--- config.mk ---
export PLATFORM = sky130hd
export DESIGN_NAME = tbpg_color
export DESIGN_NICKNAME = d
export VERILOG_FILES = /design/src/tbpg_pkg.sv /design/src/tbpg_color.sv
export SDC_FILE = /design/constraint.sdc
export NUM_CORES = 1
export LEC_CHECK = 0
export BUFFER_PORTS_ARGS = -buffer_cell sky130_fd_sc_hd__buf_4
export CAP_MARGIN = 20
export CORE_MARGIN = 5
export CORE_UTILIZATION = 45
export DETAILED_ROUTE_END_ITERATION = 7
export PLACE_DENSITY = 0.73
export SLEW_MARGIN = 20
export SYNTH_ARGS = -nofsm -noshare
export SYNTH_HDL_FRONTEND = slang
export SYNTH_SLANG_ARGS = --single-unit
--- constraint.sdc ---
create_clock -name clk -period 5.3 [get_ports clk]
set_input_delay 0.795 -clock clk [delete_from_list [all_inputs] [get_ports clk]]
set_output_delay 0.795 -clock clk [all_outputs]
set_load 0.01 [all_outputs]
--- src/tbpg_pkg.sv ---
// Shared types and constants of the text/bitmap pixel generator.
// Used by every module of the block; depends on nothing.
package tbpg_pkg;

	// Request operation codes.
	localparam logic [2:0] OP_WR_SCREEN  = 3'd0;
	localparam logic [2:0] OP_WR_FONT    = 3'd1;
	localparam logic [2:0] OP_WR_PALETTE = 3'd2;
	localparam logic [2:0] OP_SET_CURSOR = 3'd3;
	localparam logic [2:0] OP_RENDER     = 3'd4;

	// Configuration register indexes.
	localparam logic REG_DISPLAY_MODE = 1'b0;
	localparam logic REG_COLOR_PAIR   = 1'b1;

	localparam int COLOR_PAIR_RESET = 15;
	localparam int FONT_ADDR_W      = 11;
	localparam int PALETTE_DEPTH    = 48;
	localparam int PALETTE_ENTRIES  = 16;
	localparam int RESULT_LATENCY   = 5;

	// Decoded kind of a request; at most one bit is set, none for an empty stage.
	typedef struct packed {
		logic wr_screen;
		logic wr_font;
		logic wr_palette;
		logic set_cursor;
		logic render;
	} kind_t;

	// Everything one request carries down the pipeline.
	typedef struct packed {
		kind_t       kind;
		logic [14:0] address;
		logic [7:0]  data;
		logic [14:0] scr_addr;
		logic        bmp_low;
		logic        bitmap;
		logic        in_grid;
		logic [5:0]  col;
		logic [4:0]  row;
		logic [2:0]  glyph_x;
		logic [2:0]  glyph_y;
		logic [7:0]  cur_row;
		logic [5:0]  cur_col;
		logic        cur_on;
	} stage_t;

endpackage

--- src/tbpg_color.sv ---
// Stages 4 and 5: cursor registers, palette index selection and palette lookup.
// Depends on tbpg_pkg.
module tbpg_color
	import tbpg_pkg::*;
(
	input  logic       clk,
	input  logic       arst_n,
	input  logic [7:0] color_pair,
	input  stage_t     item_s3,
	input  logic [7:0] screen_byte_s3,
	input  logic [7:0] glyph_row_s3,
	output logic       strobe_s5,
	output logic [7:0] red_s5,
	output logic [7:0] green_s5,
	output logic [7:0] blue_s5,
	output logic [3:0] index_s5
);

	logic [7:0]  cur_row_q;
	logic [5:0]  cur_col_q;
	logic        cur_on_q;
	logic [3:0]  fg;
	logic [3:0]  bg;
	logic        cursor_hit;
	logic        pix_bit;
	logic [3:0]  idx_d;
	stage_t      item_s4;
	logic [3:0]  idx_s4;
	logic [7:0]  pal_r_q [PALETTE_ENTRIES];
	logic [7:0]  pal_g_q [PALETTE_ENTRIES];
	logic [7:0]  pal_b_q [PALETTE_ENTRIES];
	logic [5:0]  pal_addr;
	logic [12:0] pal_prod;
	logic [3:0]  pal_entry;
	logic [5:0]  pal_base;
	logic [1:0]  pal_lane;

	always_ff @(posedge clk or negedge arst_n) begin
		if (!arst_n) begin
			cur_row_q <= '0;
			cur_col_q <= '0;
			cur_on_q  <= 1'b0;
		end else if (item_s3.kind.set_cursor) begin
			cur_row_q <= item_s3.cur_row;
			cur_col_q <= item_s3.cur_col;
			cur_on_q  <= item_s3.cur_on;
		end
	end

	assign fg = color_pair[3:0];
	assign bg = color_pair[7:4];
	assign cursor_hit = cur_on_q && ({3'b000, item_s3.row} == cur_row_q)
		&& (item_s3.col == cur_col_q);
	assign pix_bit = glyph_row_s3[3'd7 - item_s3.glyph_x] ^ cursor_hit;

	always_comb begin
		if (item_s3.bitmap) begin
			idx_d = item_s3.bmp_low ? screen_byte_s3[3:0] : screen_byte_s3[7:4];
		end else if (!item_s3.in_grid) begin
			idx_d = bg;
		end else begin
			idx_d = pix_bit ? fg : bg;
		end
	end

	always_ff @(posedge clk or negedge arst_n) begin
		if (!arst_n) begin
			item_s4 <= '0;
			idx_s4  <= '0;
		end else begin
			item_s4 <= item_s3;
			idx_s4  <= idx_d;
		end
	end

	// Byte address to entry and component: entry = address / 3 via 43/128.
	assign pal_addr  = item_s4.address[5:0];
	assign pal_prod  = 13'(pal_addr) * 13'd43;
	assign pal_entry = pal_prod[10:7];
	assign pal_base  = {1'b0, pal_entry, 1'b0} + {2'b00, pal_entry};
	assign pal_lane  = 2'(pal_addr - pal_base);

	always_ff @(posedge clk or negedge arst_n) begin
		if (!arst_n) begin
			for (int i = 0; i < PALETTE_ENTRIES; i++) begin
				pal_r_q[i] <= '0;
				pal_g_q[i] <= '0;
				pal_b_q[i] <= '0;
			end
		end else if (item_s4.kind.wr_palette) begin
			unique case (pal_lane)
				2'd0: pal_r_q[pal_entry] <= item_s4.data;
				2'd1: pal_g_q[pal_entry] <= item_s4.data;
				default: pal_b_q[pal_entry] <= item_s4.data;
			endcase
		end
	end

	always_ff @(posedge clk or negedge arst_n) begin
		if (!arst_n) begin
			strobe_s5 <= 1'b0;
		end else begin
			strobe_s5 <= item_s4.kind.render;
		end
	end

	always_ff @(posedge clk) begin
		red_s5   <= pal_r_q[idx_s4];
		green_s5 <= pal_g_q[idx_s4];
		blue_s5  <= pal_b_q[idx_s4];
		index_s5 <= idx_s4;
	end

endmodule

==> summary.txt <==
Floorplanning
  • Row count: 77
  • Num ports: 133
  • Die width: 222 µm
  • Starting Density: 0.457
  • CORE AREA: 0.0444 mm²
  • Vert. Die Dim: 222 µm
  • Die area: 0.0495 mm²

Route
  • Routed Antenna Nets: 0
  • Drt pass-1 iters: 7
  • Vias per cell: 6.01
  • Vias: 11990
  • DR WL/cell: 24.9 µm
  • WL final: 49600 µm
  • DRT iter0 DRCs: 914
  • # DRC: 0

Critical path
  • Crit path max fanout: 18
  • Worst Setup End Kind: flop
  • WS Path Type: flop to flop
  • Crit path launch type: flop
  • Worst EP arrival: 5.38 ns
  • Crit path required time: 5.75 ns

Yosys
  • Cell Area, Synth: 0.0203 mm²
  • Syn_nets: 1418
  • Cell variety after synth: 48
  • Sequential share of the synthesized area: 0.545
  • Mapped Cells: 1279
  • Number of warnings issued by yosys: 0
  • Yosys reg bits: 448
  • Syn avg cell area: 15.9 µm²

Placed design
  • Placer Congestion: 0.812
  • Dpl hpwl: 31800 µm
  • Buffers added on ports: 103

Timing
  • Final setup fails: 0
  • Crit path time final: 4.93 ns
  • Slew headroom: 0.332
  • Hold Fails Final Rpt: 0
  • Clk_skew: 0.0173 ns
  • Fin crit share: 0.930
  • Slew @ Worst Pin: 1.00 ns
  • Fin. max-slew vios: 0
  • Maximum operating frequency: 203 MHz
  • Hold Slack: 0.268 ns
  • Fin Setup TNS: 0 ns

Pwr
  • Static Leak: 10.2 nW
  • Power Dens Cells: 542 mW/mm²
  • Worst IR Drop VDD: 0.226 mV

Clock tree
  • Max H-tree Level: 2
  • Clock Sinks: 448
  • TritonCTS clock tree: yes
  • Root Driver: clkbuf_16
  • Clock buffer count from CTS: 46
  • Clk_lat worst skew: 0.58 ns
  • Clk buf depth: 3
  • Clock slew at reported path FFs: 0.06 ns
  • CTS Hold Bufs: 0

Min path
  • HP Class: primary input to async pin

Job
  • Maxcap violations: 0

Layout
  • Total Nets Final: 1503
  • Antenna Cells: 0
  • Share of layout cells above drive strength 1: 0.447
  • Area delta synth->final: 14.6%
  • Fill cell count: 3590

Global route
  • Maximum number of pins on one net before global-route repair: 108
  • GRT overflow: 0
  • Gr usage total: 0.204
  • Vias in the first global route: 13092
  • First-pass GRT wire length: 79000 µm
  • Initial antenna violation count: 0

Outcome
  • Status: finished clean
==> stage by stage <==
stage	util	total power, mW	instance area (µm²)	worst slack [ns]	instances
floorplan	-	8.05	20300	0.652	1279
global placement	0.489	9.11	21700	0.239	1908
detailed placement	0.489	9.31	21700	0.189	1908
CTS	0.524	12.7	23300	0.142	1994
global route	0.524	13.2	23300	-0.0103	1994
finish	0.524	12.6	23300	0.372	1994
==> path summary, 6_finish.rpt <==
| path | start | end | slack (ns) | cells past startpoint |
|---|---|---|---|---|
| max | item_s4[62] | pal_b_q[82] | 0.37 | 19 |
| min | arst_n | pal_g_q[87] | 0.27 | 1 |
| max reg2reg | item_s4[62] | pal_b_q[82] | 0.37 | 19 |
| min reg2reg | item_s4[73] | strobe_s5 | 0.36 | 0 |
| max in group asynchronous | arst_n | pal_r_q[10] | 3.78 | 2 |
| min in group clk | item_s3[56] | item_s4[56] | 0.32 | 1 |
==> cell usage in the layout (no fill, tap or decap), drive strengths merged, types with 2 or more instances in the layout <==
cell,Yosys,layout
mux2,207,207
clkinv,0,10
buf,47,150
mux4,122,122
fa,4,4
a21oi,3,3
xnor2,14,14
clkbuf,66,67
dfrtp,420,420
clkinvlp,0,4
xor2,3,3
bufinv,0,4
nand4,5,5
nand3,18,18
and2,2,2
o2bb2ai,192,192
o21bai,2,2
ha,31,31
a21o,3,3
nor2,25,25
dfxtp,28,28
mux2i,13,13
nand2,26,26
nand2b,16,16
inv,17,18
o21ai,3,3
==> final cells by class <==
type	count	area (µm²)	area share
sequential	448	11100	0.476
multi-input combinational	701	8630	0.371
clock buffer	67	1310	0.0563
timing repair buffer	150	1220	0.0525
tap	592	741	0.0318
clock inverter	19	235	0.0101
inverter	17	63.8	0.00274
==> what timing repair did <==
item	CTS	global route
endpoints found under the hold margin	0	0
endpoints found under the setup margin	0	68
setup buffers	0	0
resized for setup	0	4
==> cell families (layout without fill, tap and decap cells) <==
group,count (synthesis),after routing,share of synthesized area
flops,448,448,0.545
compound gates,209,209,0.0972
simple gates,97,97,0.0390
xor+xnor,18,18,0.00850
mux,342,342,0.257
fa+ha+maj,35,35,0.0230
buf+inv,130,253,0.0306
==> synth_stat cells, drive strengths merged <==
master / n / area (µm²)
o2bb2ai: 192 / 1830
a211oi: 1 / 7.51
o21ai: 3 / 15.0
dfrtp: 420 / 10500
dfxtp: 28 / 561
a2111o: 1 / 11.3
inv: 17 / 63.8
nor2b: 1 / 6.26
xnor3: 1 / 23.8
and3: 1 / 6.26
or2: 1 / 8.76
nand2: 26 / 148
o21bai: 2 / 26.3
nand4: 5 / 37.5
mux2i: 13 / 130
buf: 47 / 310
nor2: 25 / 342
xor2: 3 / 26.3
mux4: 122 / 2750
nor4b: 1 / 8.76
clkbuf: 66 / 248
or4: 1 / 7.51
mux2: 207 / 2330
o31ai: 1 / 7.51
a21oi: 3 / 15.0
a22oi: 1 / 12.5
nand2b: 16 / 100
ha: 31 / 388
a221oi: 1 / 15.0
xnor2: 14 / 123
and2: 2 / 12.5
o221ai: 1 / 8.76
nand3: 18 / 115
fa: 4 / 80.1
a21o: 3 / 22.5
==> routing by layer <==
metal,global-route usage,vias up,part of all wire
met5,0.0127,-,0.00095
met4,0.0571,2,0.025
met3,0.0495,88,0.080
met2,0.321,441,0.47
met1,0.285,6390,0.42
li1,-,5069,-
==> worst max-delay path, stage by stage, from the launching register on <==
cell and delay [ns]:
dfrtp_1 0.43, ha_1 0.32, ha_1 0.27, inv_1 0.05
fa_1 0.47, inv_1 0.04, ha_1 0.30, nand2_1 0.07
o21ai_0 0.31, a21oi_1 0.16, o21bai_1 0.17, xor2_1 0.27
ha_1 0.29, xor2_1 0.17, xnor2_1 0.21, and2_2 0.30
nand2_1 0.12, buf_12 0.19, nor2_4 0.29, mux2_2 0.38
==> power by group <==
part / total, mW / leakage (nW) / switching, mW / internal [mW]
Combinational: 3.88 / 3.76 / 1.75 / 2.12
Sequential: 5.42 / 5.71 / 0.740 / 4.68
Clock: 3.32 / 0.746 / 1.39 / 1.93
Total: 12.6 / 10.2 / 3.88 / 8.73
==> registers in the layout, summed over array words and instances (netlist names), 6 cells and up <==
register and flops:
blue_s5 8, cur_row_q 8, pal_g_q 128, cur_col_q 6, red_s5 8, pal_r_q 128
green_s5 8, item_s4 16, pal_b_q 128
(Power assumes the default switching activity.)
