--- config.mk ---
export PLATFORM = sky130hd
export DESIGN_NAME = tbpg_front
export DESIGN_NICKNAME = d
export VERILOG_FILES = /design/src/tbpg_pkg.sv /design/src/tbpg_front.sv
export SDC_FILE = /design/constraint.sdc
export NUM_CORES = 1
export LEC_CHECK = 0
export BUFFER_PORTS_ARGS = -buffer_cell sky130_fd_sc_hd__buf_4
export CAP_MARGIN = 40
export CORE_MARGIN = 2
export CORE_UTILIZATION = 46
export CTS_BUF_LIST = sky130_fd_sc_hd__clkbuf_16
export CTS_CLUSTER_DIAMETER = 50
export DETAILED_ROUTE_END_ITERATION = 7
export GPL_TIMING_DRIVEN = 0
export PLACE_DENSITY = 0.84
export REMOVE_ABC_BUFFERS = 1
export SLEW_MARGIN = 5
export SYNTH_ARGS = -nofsm -noshare
export SYNTH_HDL_FRONTEND = slang
export SYNTH_SLANG_ARGS = --single-unit
--- constraint.sdc ---
create_clock -name clk -period 0.8 [get_ports clk]
set_clock_uncertainty 0.05 [all_clocks]
set_input_delay 0.16 -clock clk [delete_from_list [all_inputs] [get_ports clk]]
set_output_delay 0.16 -clock clk [all_outputs]
set_load 0.02 [all_outputs]
--- src/tbpg_pkg.sv ---
// Shared types and constants of the text/bitmap pixel generator.
// Used by every module of the block; depends on nothing.
package tbpg_pkg;

	// Request operation codes.
	localparam logic [2:0] OP_WR_SCREEN  = 3'd0;
	localparam logic [2:0] OP_WR_FONT    = 3'd1;
	localparam logic [2:0] OP_WR_PALETTE = 3'd2;
	localparam logic [2:0] OP_SET_CURSOR = 3'd3;
	localparam logic [2:0] OP_RENDER     = 3'd4;

	// Configuration register indexes.
	localparam logic REG_DISPLAY_MODE = 1'b0;
	localparam logic REG_COLOR_PAIR   = 1'b1;

	localparam int COLOR_PAIR_RESET = 15;
	localparam int FONT_ADDR_W      = 11;
	localparam int PALETTE_DEPTH    = 48;
	localparam int PALETTE_ENTRIES  = 16;
	localparam int RESULT_LATENCY   = 5;

	// Decoded kind of a request; at most one bit is set, none for an empty stage.
	typedef struct packed {
		logic wr_screen;
		logic wr_font;
		logic wr_palette;
		logic set_cursor;
		logic render;
	} kind_t;

	// Everything one request carries down the pipeline.
	typedef struct packed {
		kind_t       kind;
		logic [14:0] address;
		logic [7:0]  data;
		logic [14:0] scr_addr;
		logic        bmp_low;
		logic        bitmap;
		logic        in_grid;
		logic [5:0]  col;
		logic [4:0]  row;
		logic [2:0]  glyph_x;
		logic [2:0]  glyph_y;
		logic [7:0]  cur_row;
		logic [5:0]  cur_col;
		logic        cur_on;
	} stage_t;

endpackage

--- src/tbpg_front.sv ---
// Stage 1 of the pixel generator: request decode and screen address calculation.
// Depends on tbpg_pkg.
module tbpg_front
	import tbpg_pkg::*;
#(
	parameter int TEXT_COLUMNS  = 40,
	parameter int TEXT_ROWS     = 25,
	parameter int SCREEN_WIDTH  = 320,
	parameter int SCREEN_HEIGHT = 200
) (
	input  logic        clk,
	input  logic        arst_n,
	input  logic        accept,
	input  logic        display_mode,
	input  logic [2:0]  operation,
	input  logic [14:0] address,
	input  logic [7:0]  data,
	input  logic [8:0]  pixel_x,
	input  logic [7:0]  pixel_y,
	input  logic [7:0]  cursor_row,
	input  logic [5:0]  cursor_col,
	input  logic        cursor_on,
	output stage_t      item_s1
);

	stage_t      item_d;
	logic [5:0]  col;
	logic [4:0]  row;
	logic [12:0] cell_sum;
	logic [17:0] pix_num;
	logic        on_screen;

	assign col = pixel_x[8:3];
	assign row = pixel_y[7:3];

	// Text cell number and linear bitmap pixel number.
	assign cell_sum = 13'(row) * 13'(TEXT_COLUMNS) + 13'(col);
	assign pix_num  = 18'(pixel_y) * 18'(SCREEN_WIDTH) + 18'(pixel_x);

	assign on_screen = (int'(pixel_x) < SCREEN_WIDTH) && (int'(pixel_y) < SCREEN_HEIGHT);

	always_comb begin
		item_d                 = '0;
		item_d.kind.wr_screen  = accept && (operation == OP_WR_SCREEN);
		item_d.kind.wr_font    = accept && (operation == OP_WR_FONT)
			&& (int'(address) < (1 << FONT_ADDR_W));
		item_d.kind.wr_palette = accept && (operation == OP_WR_PALETTE)
			&& (int'(address) < PALETTE_DEPTH);
		item_d.kind.set_cursor = accept && (operation == OP_SET_CURSOR);
		item_d.kind.render     = accept && (operation == OP_RENDER) && on_screen;
		item_d.address         = address;
		item_d.data            = data;
		item_d.bitmap          = display_mode;
		item_d.scr_addr        = display_mode ? pix_num[15:1] : 15'(cell_sum);
		item_d.bmp_low         = pix_num[0];
		item_d.in_grid         = (int'(col) < TEXT_COLUMNS) && (int'(row) < TEXT_ROWS);
		item_d.col             = col;
		item_d.row             = row;
		item_d.glyph_x         = pixel_x[2:0];
		item_d.glyph_y         = pixel_y[2:0];
		item_d.cur_row         = cursor_row;
		item_d.cur_col         = cursor_col;
		item_d.cur_on          = cursor_on;
	end

	always_ff @(posedge clk or negedge arst_n) begin
		if (!arst_n) begin
			item_s1 <= '0;
		end else begin
			item_s1 <= item_d;
		end
	end

endmodule

==> impl_metrics.json, run 1 <==
{
  "cpLargestDelayFamily": "adder cells",
  "maxSlewViolCount": 0,
  "portBuffers": 139,
  "min_path_type": "input pin to async pin",
  "core_mm2": 0.00631,
  "die_height_um": 84.7,
  "max_stage_delay_ps": 380,
  "dpl-instance-area_mm2": 0.00413,
  "drive_gt1_share_pct": 51.4,
  "syn-instance-count": 215,
  "io_pins": 140,
  "fin_crit_sh_pct": 252,
  "crit_fanout": 4,
  "antenna_found_initial": 2,
  "first_iter_violations": 369,
  "crit_type": "input pin to flip-flop",
  "worst_setup_path_start_kind": "input pin",
  "dr.pass1.iters": 5,
  "largest_registers": "item_s1 x77",
  "fin_util_pct": 91.0,
  "crit_top_cell": "ha_4",
  "routedWlPerCell_um": 31.7,
  "max_freq_mhz": 496,
  "final.min_clock_period_ps": 2020,
  "grt_overflow": 0,
  "peakVddDrop_v": 0.00202,
  "fin_hold_ws_ps": -319,
  "rows": 29,
  "leakagePower_nw": 2.68,
  "dp_hpwl_um": 6330,
  "cts-buffers-inserted": 9,
  "wl_um": 16200,
  "outcome": "finished with violations",
  "synth.area.top_cells": "dfrtp_1 64%, ha_1 7.5%, xnor2_1 3.5%",
  "violations": "negative hold slack, negative setup slack",
  "cp_slowest_cell": "fa_2",
  "cts_root_buffer": "clkbuf_16",
  "synth_top_area_share_pct": 64.4,
  "clk_path_buf_depth": 2,
  "vias": 3180,
  "syn_area_mm2": 0.00299,
  "yosysUniqueCellTypes": 50,
  "ys_seq_area_share_pct": 64.4,
  "cts_hold_buf": 53,
  "synth_edf_count": 0,
  "final_cell_area_mm2": 0.00575,
  "arrival_ps": 2230,
  "yosys_warnings": 0,
  "gp_congestion": 0.817,
  "crit_chain": "buf_12 > ha_4 > ha_4 > inv_2 > fa_2 > xnor2_2 > nand3b_1 > nor3_4 > nand4_1 > a21oi_2",
  "die_w_um": 84.7,
  "fin_ws_ps": -1220,
  "grt_use_total_pct": 40.7,
  "postRouteAntennaNets": 0,
  "worst_setup_path_end_kind": "flip-flop",
  "cts_max_level": 3,
  "syn-mean-instance-area_um2": 13.9,
  "grt_max_degree": 53,
  "powerDensity_mw_per_mm2": 2090,
  "yosysTopAreaCell": "dfrtp_1",
  "start_util_pct": 47.4,
  "tightest_slew_ps": 471,
  "maxSlewHeadroom_pct": 68.3,
  "dieArea_mm2": 0.00717,
  "worstPathRequired_ps": 1010,
  "drc": 0,
  "finalHoldViolations": 26,
  "largest_reg_flops": 77,
  "rsz0062_at_grt": "yes",
  "cts_sinks": 77,
  "vias_per_cell": 6.21,
  "syn2layout_area_growth_pct": 92.0,
  "cts_tree": "yes",
  "yosysMostFrequentCell": "dfrtp_1",
  "clk_pin_slew_worst_paths_ps": 70,
  "setup_violations": 93,
  "synth_commonest_cells": "77 x dfrtp_1, 18 x ha_1, 12 x xnor2_1",
  "ys.flop_type": "dfrtp_1",
  "synth_async_sr_flop_share_pct": 100,
  "largest_register": "item_s1",
  "ys_seq_elements": 77,
  "nNetsFinal": 513,
  "grt_pass1_wl_um": 20900,
  "cp_num_buf_inv": 2,
  "cap_violations": 0,
  "grt_pass1_vias": 3112
}
-- per-stage QoR --
stage / worst slack, ps / instances / power [mW] / setup TNS (ps)
finish: -1220 / 512 / 12.0 / -32660
global route: -1310 / 512 / 12.3 / -33960
CTS: -1010 / 503 / 11.1 / -27870
detailed placement: -1610 / 427 / 6.43 / -15550
global placement: -1540 / 426 / 6.32 / -30040
floorplan: -1250 / 210 / 5.39 / -10760
-- worst max-delay path by stage --
stage,cells after the start,slack (ps),to,start
after floorplan,9,-1250,item_s1[49],pixel_y[1]
after global placement,10,-1540,item_s1[49],pixel_y[3]
after detailed placement,10,-1610,item_s1[49],pixel_y[3]
after CTS,10,-1010,item_s1[47],pixel_y[3]
after global routing,10,-1310,item_s1[49],pixel_y[3]
final,10,-1220,item_s1[49],pixel_y[3]
-- cell type report --
| cell class | instances | area [µm²] |
|---|---|---|
| Timing Repair Buffer | 208 | 2060 |
| Sequential cell | 77 | 1930 |
| Multi-Input combinational cell | 122 | 1330 |
| Fill cell | 172 | 566 |
| Clock buffer | 9 | 225 |
| Tap cell | 77 | 96.3 |
| Clock inverter | 7 | 67.6 |
| Inverter | 11 | 41.3 |
| Antenna cell | 1 | 2.50 |
-- metal layers --
| layer | track usage (%) | wire, µm | part of all wire (%) | vias to the layer above |
|---|---|---|---|---|
| met5 | 0 | 7 | 0.043 | - |
| met4 | 16.3 | 1160 | 7.1 | 2 |
| met3 | 14.6 | 1970 | 12 | 108 |
| met2 | 64.6 | 7430 | 46 | 337 |
| met1 | 51.0 | 5650 | 35 | 1562 |
| li1 | - | - | - | 1171 |
-- cell usage in the layout, fill, tap and decap left out, drive strengths merged, types with 2 or more instances in the layout --
master and instances:
a21o 4, a21oi 10, and2 3, and3 2, and4 2, buf 155, clkbuf 9, clkinv 2
dfrtp 77, dlygate4sd3 53, fa 4, ha 18, inv 14, mux2 4, nand2 11, nand2b 2
nor2 7, nor2b 3, nor3 3, nor3b 3, nor4 2, o21a 2, o21ai 7, xnor2 12
xor2 2
-- report_power, final --
| group | leakage [nW] | internal [mW] | switching [mW] |
|---|---|---|---|
| Sequential | 0.914 | 4.17 | 0.213 |
| Combinational | 1.62 | 1.67 | 1.77 |
| Clock | 0.148 | 2.41 | 1.81 |
| Total | 2.68 | 8.24 | 3.79 |
-- cells by family (layout without fill, tap and decap cells) --
group                    after synthesis  count (layout)  synth area share (%)
AO/OA/AOI/OAI                         34              34                  7.86
XOR/XNOR                              14              14                  4.10
adder cells (fa/ha/maj)               22              22                  10.2
buffers and inverters                 16             235                  2.51
flip-flops                            77              77                  64.4
multiplexers                           5               5                  1.84
other                                  0               1                     0
AND/OR/NAND/NOR                       47              47                  9.15
-- timing repair --
item,CTS,global route
hold endpoints to repair,79,26
resized for setup,121,31
pin swaps,18,13
setup endpoints to repair,91,92
buffers inserted,7,8
Power figures use the tool's default switching activity.
==> inputs of run 2 (changes only) <==
==> constraint.sdc (replaced) <==
create_clock -name clk -period 0.8 [get_ports clk]
set_clock_uncertainty 0.05 [all_clocks]
set_input_delay 0.16 -clock clk [delete_from_list [all_inputs] [get_ports clk]]
set_output_delay 0.16 -clock clk [all_outputs]
set_load 0.1 [all_outputs]
==> impl_metrics.json, run 2 <==
{
  "outcome": "did not finish",
  "stop_stage": "5_1_grt",
  "error": "[ERROR DPL-0038] Utilization greater than 100%, impossible to legalize",
  "synth_commonest_cells": "77 x dfrtp_1, 18 x ha_1, 12 x xnor2_1",
  "clk_path_buf_depth": 2,
  "cts-buffers-inserted": 9,
  "synth_async_sr_flop_share_pct": 100,
  "rows": 29,
  "syn-mean-instance-area_um2": 13.9,
  "die_height_um": 84.7,
  "portBuffers": 139,
  "gp_congestion": 0.817,
  "die_w_um": 84.7,
  "yosysMostFrequentCell": "dfrtp_1",
  "yosysUniqueCellTypes": 50,
  "worst_endpoint": "item_s1[47]$_DFF_PN0_/D",
  "syn_area_mm2": 0.00299,
  "synth.area.top_cells": "dfrtp_1 64%, ha_1 7.5%, xnor2_1 3.5%",
  "synth_edf_count": 0,
  "ys_seq_elements": 77,
  "synth_top_area_share_pct": 64.4,
  "cts_root_buffer": "clkbuf_16",
  "yosysTopAreaCell": "dfrtp_1",
  "worst-ep-kind": "register input",
  "start_util_pct": 47.4,
  "dp_hpwl_um": 6330,
  "yosys_warnings": 0,
  "cts_sinks": 77,
  "cts_max_level": 3,
  "preCtsSetupSlack_ps": -1610,
  "syn-instance-count": 215,
  "grt_max_degree": 53,
  "ys_seq_area_share_pct": 64.4,
  "io_pins": 140,
  "ys.flop_type": "dfrtp_1"
}
==> run 2: cell counts after synthesis <==
Identical to the previous run, type by type.
==> run 2: cell families after synthesis <==
logic type / count (synthesis) / synth area share, %
DFF: 77 / 64.4
muxes: 5 / 1.84
buffers and inverters: 16 / 2.51
xor gates and xnor gates: 14 / 4.10
adders and majority gates: 22 / 10.2
and+or+nand+nor: 47 / 9.15
AOI/OAI and AO/OA: 34 / 7.86
==> run 2: timing repair <==
item                                    CTS
buffers inserted                          7
pin swaps                                18
hold endpoints to repair                 79
hold buffers                             53
endpoints found under the setup margin   91
gates resized for setup                 212
==> run 2: through the flow <==
| step | cell area, µm² | hold slack [ps] | cells |
|---|---|---|---|
| 4_1_cts | 5880 | -306 | 503 |
| 3_5_place_dp | 4130 | 42.1 | 427 |
| 3_3_place_gp | 4100 | 220 | 426 |
| 2_1_floorplan | 2960 | -186 | 210 |
==> inputs of run 3 (changes only) <==
--- a/config.mk
+++ b/config.mk
@@ -8,12 +8,10 @@
 export BUFFER_PORTS_ARGS = -buffer_cell sky130_fd_sc_hd__buf_4
 export CAP_MARGIN = 40
 export CORE_MARGIN = 2
-export CORE_UTILIZATION = 46
-export CTS_BUF_LIST = sky130_fd_sc_hd__clkbuf_16
-export CTS_CLUSTER_DIAMETER = 50
+export CORE_UTILIZATION = 35
 export DETAILED_ROUTE_END_ITERATION = 7
 export GPL_TIMING_DRIVEN = 0
-export PLACE_DENSITY = 0.84
+export PLACE_DENSITY_LB_ADDON = 0.15
 export REMOVE_ABC_BUFFERS = 1
 export SLEW_MARGIN = 5
 export SYNTH_ARGS = -nofsm -noshare
==> impl_metrics.json, run 3 (synthesized netlist as in run 1, its figures left out) <==
{
  "outcome": "finished with violations",
  "violations": "negative hold slack, negative setup slack",
  "clk_path_buf_depth": 2,
  "wl_um": 10100,
  "drc": 0,
  "die_w_um": 96.5,
  "maxSlewViolCount": 0,
  "powerDensity_mw_per_mm2": 2020,
  "finalHoldViolations": 78,
  "swShare_pct": 40.6,
  "worst_setup_path_end_kind": "flip-flop",
  "fin_crit_sh_pct": 223,
  "power.switching_mw": 4.95,
  "portBuffers": 139,
  "fin_hold_ws_ps": -362,
  "arrival_ps": 2020,
  "crit_fanout": 3,
  "dr.pass1.iters": 5,
  "cts_root_buffer": "clkbuf_8",
  "setup_tns_ps": -35100,
  "rows": 33,
  "vias": 2509,
  "leakagePower_nw": 2.77,
  "rsz0062_at_grt": "yes",
  "core_mm2": 0.00826,
  "grt_max_degree": 58,
  "setup_violations": 93,
  "io_pins": 140,
  "grt_pass1_wl_um": 13800,
  "largest_register": "item_s1",
  "register_area_mm2": 0.00193,
  "seqPwrFrac_pct": 35.8,
  "cts_max_level": 3,
  "largest_reg_flops": 77,
  "largest_registers": "item_s1 x77",
  "crit_chain": "buf_12 > ha_4 > ha_4 > inv_2 > fa_2 > and2b_2 > o2111a_1 > a311oi_2 > nand4_1 > a21oi_2",
  "p_comb_share_pct": 41.0,
  "postRouteAntennaNets": 0,
  "antenna_found_initial": 0,
  "crit_type": "input pin to flip-flop",
  "grt_pass1_vias": 2642,
  "die_height_um": 96.5,
  "cts_sinks": 77,
  "gp_congestion": 0.791,
  "dpl-instance-area_mm2": 0.00416,
  "peakVddDrop_v": 0.00108,
  "min_path_type": "input pin to async pin",
  "n_fill_cell": 527,
  "worst_setup_path_start_kind": "input pin",
  "start_util_pct": 36.3,
  "cp_num_buf_inv": 2,
  "multiInputGateArea_mm2": 0.00126,
  "final_cell_area_mm2": 0.00604,
  "internal-power_mw": 7.25,
  "cts-buffers-inserted": 9,
  "cap_violations": 0,
  "syn2layout_area_growth_pct": 102,
  "final_common_cell": "dfrtp_1",
  "maxSlewHeadroom_pct": 61.7,
  "dp_hpwl_um": 5460,
  "max_freq_mhz": 560,
  "cpLargestDelayFamily": "compound AO/OA/AOI/OAI gates",
  "fin_util_pct": 73.2,
  "routedWlPerCell_um": 18.7,
  "p_total_mw": 12.2,
  "fin_ws_ps": -986,
  "dieArea_mm2": 0.00931,
  "clk_pin_slew_worst_paths_ps": 90,
  "worstPathRequired_ps": 1030,
  "tightest_slew_ps": 575,
  "first_iter_violations": 94,
  "max_stage_delay_ps": 300,
  "drive_gt1_share_pct": 48.8,
  "vias_per_cell": 4.65,
  "n_antenna_cell": 0,
  "final_cell_mix": "77 x dfrtp_1, 62 x buf_4, 55 x dlygate4sd3_1",
  "crit_top_cell": "ha_4",
  "cts_tree": "yes",
  "grt_overflow": 0,
  "final.min_clock_period_ps": 1790,
  "pwr-share-clk_pct": 23.2,
  "grt_use_total_pct": 20.0,
  "cp_slowest_cell": "a311oi_2",
  "nNetsFinal": 513
}
## run 3: worst max-delay path by stage
stage | start | to | slack (ps) | cells after the start
after CTS | pixel_y[1] | item_s1[47] | -1000 | 10
final | pixel_y[3] | item_s1[49] | -990 | 10
after detailed placement | pixel_y[3] | item_s1[47] | -1600 | 10
after global routing | pixel_y[3] | item_s1[49] | -1040 | 10
after global placement | pixel_y[3] | item_s1[49] | -1570 | 10
after floorplan | pixel_y[1] | item_s1[49] | -1250 | 9
## run 3: power groups by stage
stage / combinational [mW] / sequential [mW] / clock, mW
after global routing: 5.22 / 4.39 / 3.13
after CTS: 4.77 / 4.34 / 2.88
final: 5.01 / 4.37 / 2.83
after detailed placement: 3.83 / 4.31 / 0
after global placement: 3.79 / 4.31 / 0
after floorplan: 0.719 / 6.36 / 0
## run 3: routing by layer
metal  global-route usage (%)  part of all wire [%]
met3                     5.82                   7.6
met4                     6.22                   2.8
met2                     35.7                    53
met5                        0                     0
met1                     23.3                    37
## run 3: through the flow
stage	worst slack, ps	cells
2_1_floorplan	-1250	210
3_3_place_gp	-1570	454
3_5_place_dp	-1600	455
4_1_cts	-1000	538
5_1_grt	-1040	539
6_report	-986	539
## run 3: timing repair
item / 4_1_cts / 5_1_grt
hold endpoints to repair: 125 / 26
setup endpoints to repair: 90 / 95
hold buffers: 56 / 3
pin swaps: 25 / 15
buffers inserted: 11 / 2
gates resized for setup: 206 / 40
## run 3: area by class of cell
type                    instances  share of cell area, %
clock buffers                   9                   2.05
multi-input cells             122                   20.8
repair buffers                208                   41.4
clock inverters                 7                   1.04
inverters                      11                  0.683
well taps                     105                   2.17
flip-flops and latches         77                   31.9
==> inputs of run 4 (changes only) <==
--- a/config.mk
+++ b/config.mk
@@ -12,6 +12,7 @@
 export DETAILED_ROUTE_END_ITERATION = 7
 export GPL_TIMING_DRIVEN = 0
 export PLACE_DENSITY_LB_ADDON = 0.15
+export RECOVER_POWER = 50
 export REMOVE_ABC_BUFFERS = 1
 export SLEW_MARGIN = 5
 export SYNTH_ARGS = -nofsm -noshare
==> constraint.sdc (replaced) <==
create_clock -name clk -period 0.8 [get_ports clk]
set_clock_uncertainty 0.05 [all_clocks]
set_input_delay 0.16 -clock clk [delete_from_list [all_inputs] [get_ports clk]]
set_output_delay 0.16 -clock clk [all_outputs]
set_load 0.01 [all_outputs]
==> impl_metrics.json, run 4 (synthesized netlist as in run 1, its figures left out) <==
{
  "outcome": "finished with violations",
  "violations": "negative hold slack, negative setup slack",
  "fin_ws_ps": -982,
  "vias_per_cell": 4.52,
  "clk_pin_slew_worst_paths_ps": 90,
  "worstPathRequired_ps": 1030,
  "start_util_pct": 36.3,
  "max_freq_mhz": 561,
  "io_pins": 140,
  "grt_pass1_wl_um": 13500,
  "dieArea_mm2": 0.00931,
  "rows": 33,
  "cts_sinks": 77,
  "final.min_clock_period_ps": 1780,
  "largest_registers": "item_s1 x77",
  "die_w_um": 96.5,
  "setup_tns_ps": -28530,
  "nNetsFinal": 514,
  "gp_congestion": 0.791,
  "worst_setup_path_end_kind": "flip-flop",
  "syn2layout_area_growth_pct": 87.6,
  "first_iter_violations": 66,
  "dp_hpwl_um": 5460,
  "antenna_found_initial": 0,
  "tightest_slew_ps": 574,
  "cts_tree": "yes",
  "core_mm2": 0.00826,
  "wl_um": 8860,
  "grt_use_total_pct": 19.7,
  "cts_root_buffer": "clkbuf_8",
  "cap_violations": 0,
  "portBuffers": 139,
  "stdcell_count": 540,
  "final_cell_mix": "87 x buf_6, 77 x dfrtp_1, 61 x buf_4",
  "fin_hold_ws_ps": -275,
  "p_total_mw": 9.76,
  "largest_register": "item_s1",
  "final_common_cell": "buf_6",
  "crit_fanout": 3,
  "finalHoldViolations": 20,
  "dr.pass1.iters": 4,
  "powerDensity_mw_per_mm2": 1740,
  "grt_pass1_vias": 2603,
  "maxSlewHeadroom_pct": 61.7,
  "crit_type": "input pin to flip-flop",
  "dpl-instance-area_mm2": 0.00416,
  "dp_cells": 455,
  "die_height_um": 96.5,
  "vias": 2442,
  "min_path_type": "input pin to async pin",
  "preCtsSetupSlack_ps": -1600,
  "drive_gt1_share_pct": 48.7,
  "n_antenna_cell": 0,
  "peakVddDrop_v": 0.000893,
  "rsz0062_at_grt": "yes",
  "cts-buffers-inserted": 9,
  "grt_max_degree": 58,
  "largest_reg_flops": 77,
  "crit_start": "pixel_y[3]",
  "maxSlewViolCount": 0,
  "setup_violations": 94,
  "arrival_ps": 2010,
  "grt_overflow": 0,
  "drc": 0,
  "clk_path_buf_depth": 2,
  "final_cell_area_mm2": 0.00562,
  "fin_util_pct": 68.0,
  "cts_max_level": 3,
  "leakagePower_nw": 2.61,
  "worst_setup_path_start_kind": "input pin",
  "postRouteAntennaNets": 0,
  "routedWlPerCell_um": 16.4,
  "fin_crit_sh_pct": 223
}
==> run 4: worst max-delay path by stage <==
stage,endpoint,slack (ps),cells past startpoint
floorplan,item_s1[49],-1250,9
CTS,item_s1[47],-1000,10
detailed placement,item_s1[47],-1600,10
global route,item_s1[49],-1040,10
global placement,item_s1[49],-1570,10
finish,item_s1[49],-980,10
==> run 4: timing repair <==
| action | CTS | global route |
|---|---|---|
| resized for setup | 134 | 8 |
| buffers inserted | 11 | 2 |
| hold endpoints to repair | 125 | 26 |
| endpoints found under the setup margin | 90 | 95 |
| hold buffers | 56 | 3 |
| pin swaps | 25 | 15 |
==> run 4: power by group <==
group	internal [mW]	switching, mW	leakage, nW
Combinational	1.55	1.14	1.60
Sequential	4.16	0.127	0.914
Clock	1.20	1.59	0.0931
==> run 4: final cells by class <==
class | instances | area (µm²)
clock buffer | 9 | 124
clock inverter | 7 | 62.6
fill | 582 | 2640
inverter | 11 | 41.3
multi-input combinational | 122 | 1260
sequential | 77 | 1930
tap | 105 | 131
timing repair buffer | 209 | 2070
==> run 4: layer usage <==
metal | GRT usage [%] | wire, µm | up-vias
met5 | 0 | 0 | -
met4 | 5.16 | 109 | 0
li1 | - | - | 1172
met2 | 36.7 | 4750 | 92
met3 | 5.90 | 665 | 7
met1 | 21.8 | 3330 | 1171
==> run 4: worst max-delay path, cell delays in order <==
cell and delay (ps):
buf_12 110, ha_4 240, ha_4 150, inv_2 50, fa_2 230, and2b_2 250
o2111a_1 260, a311oi_2 290, nand4_1 150, a21oi_2 130
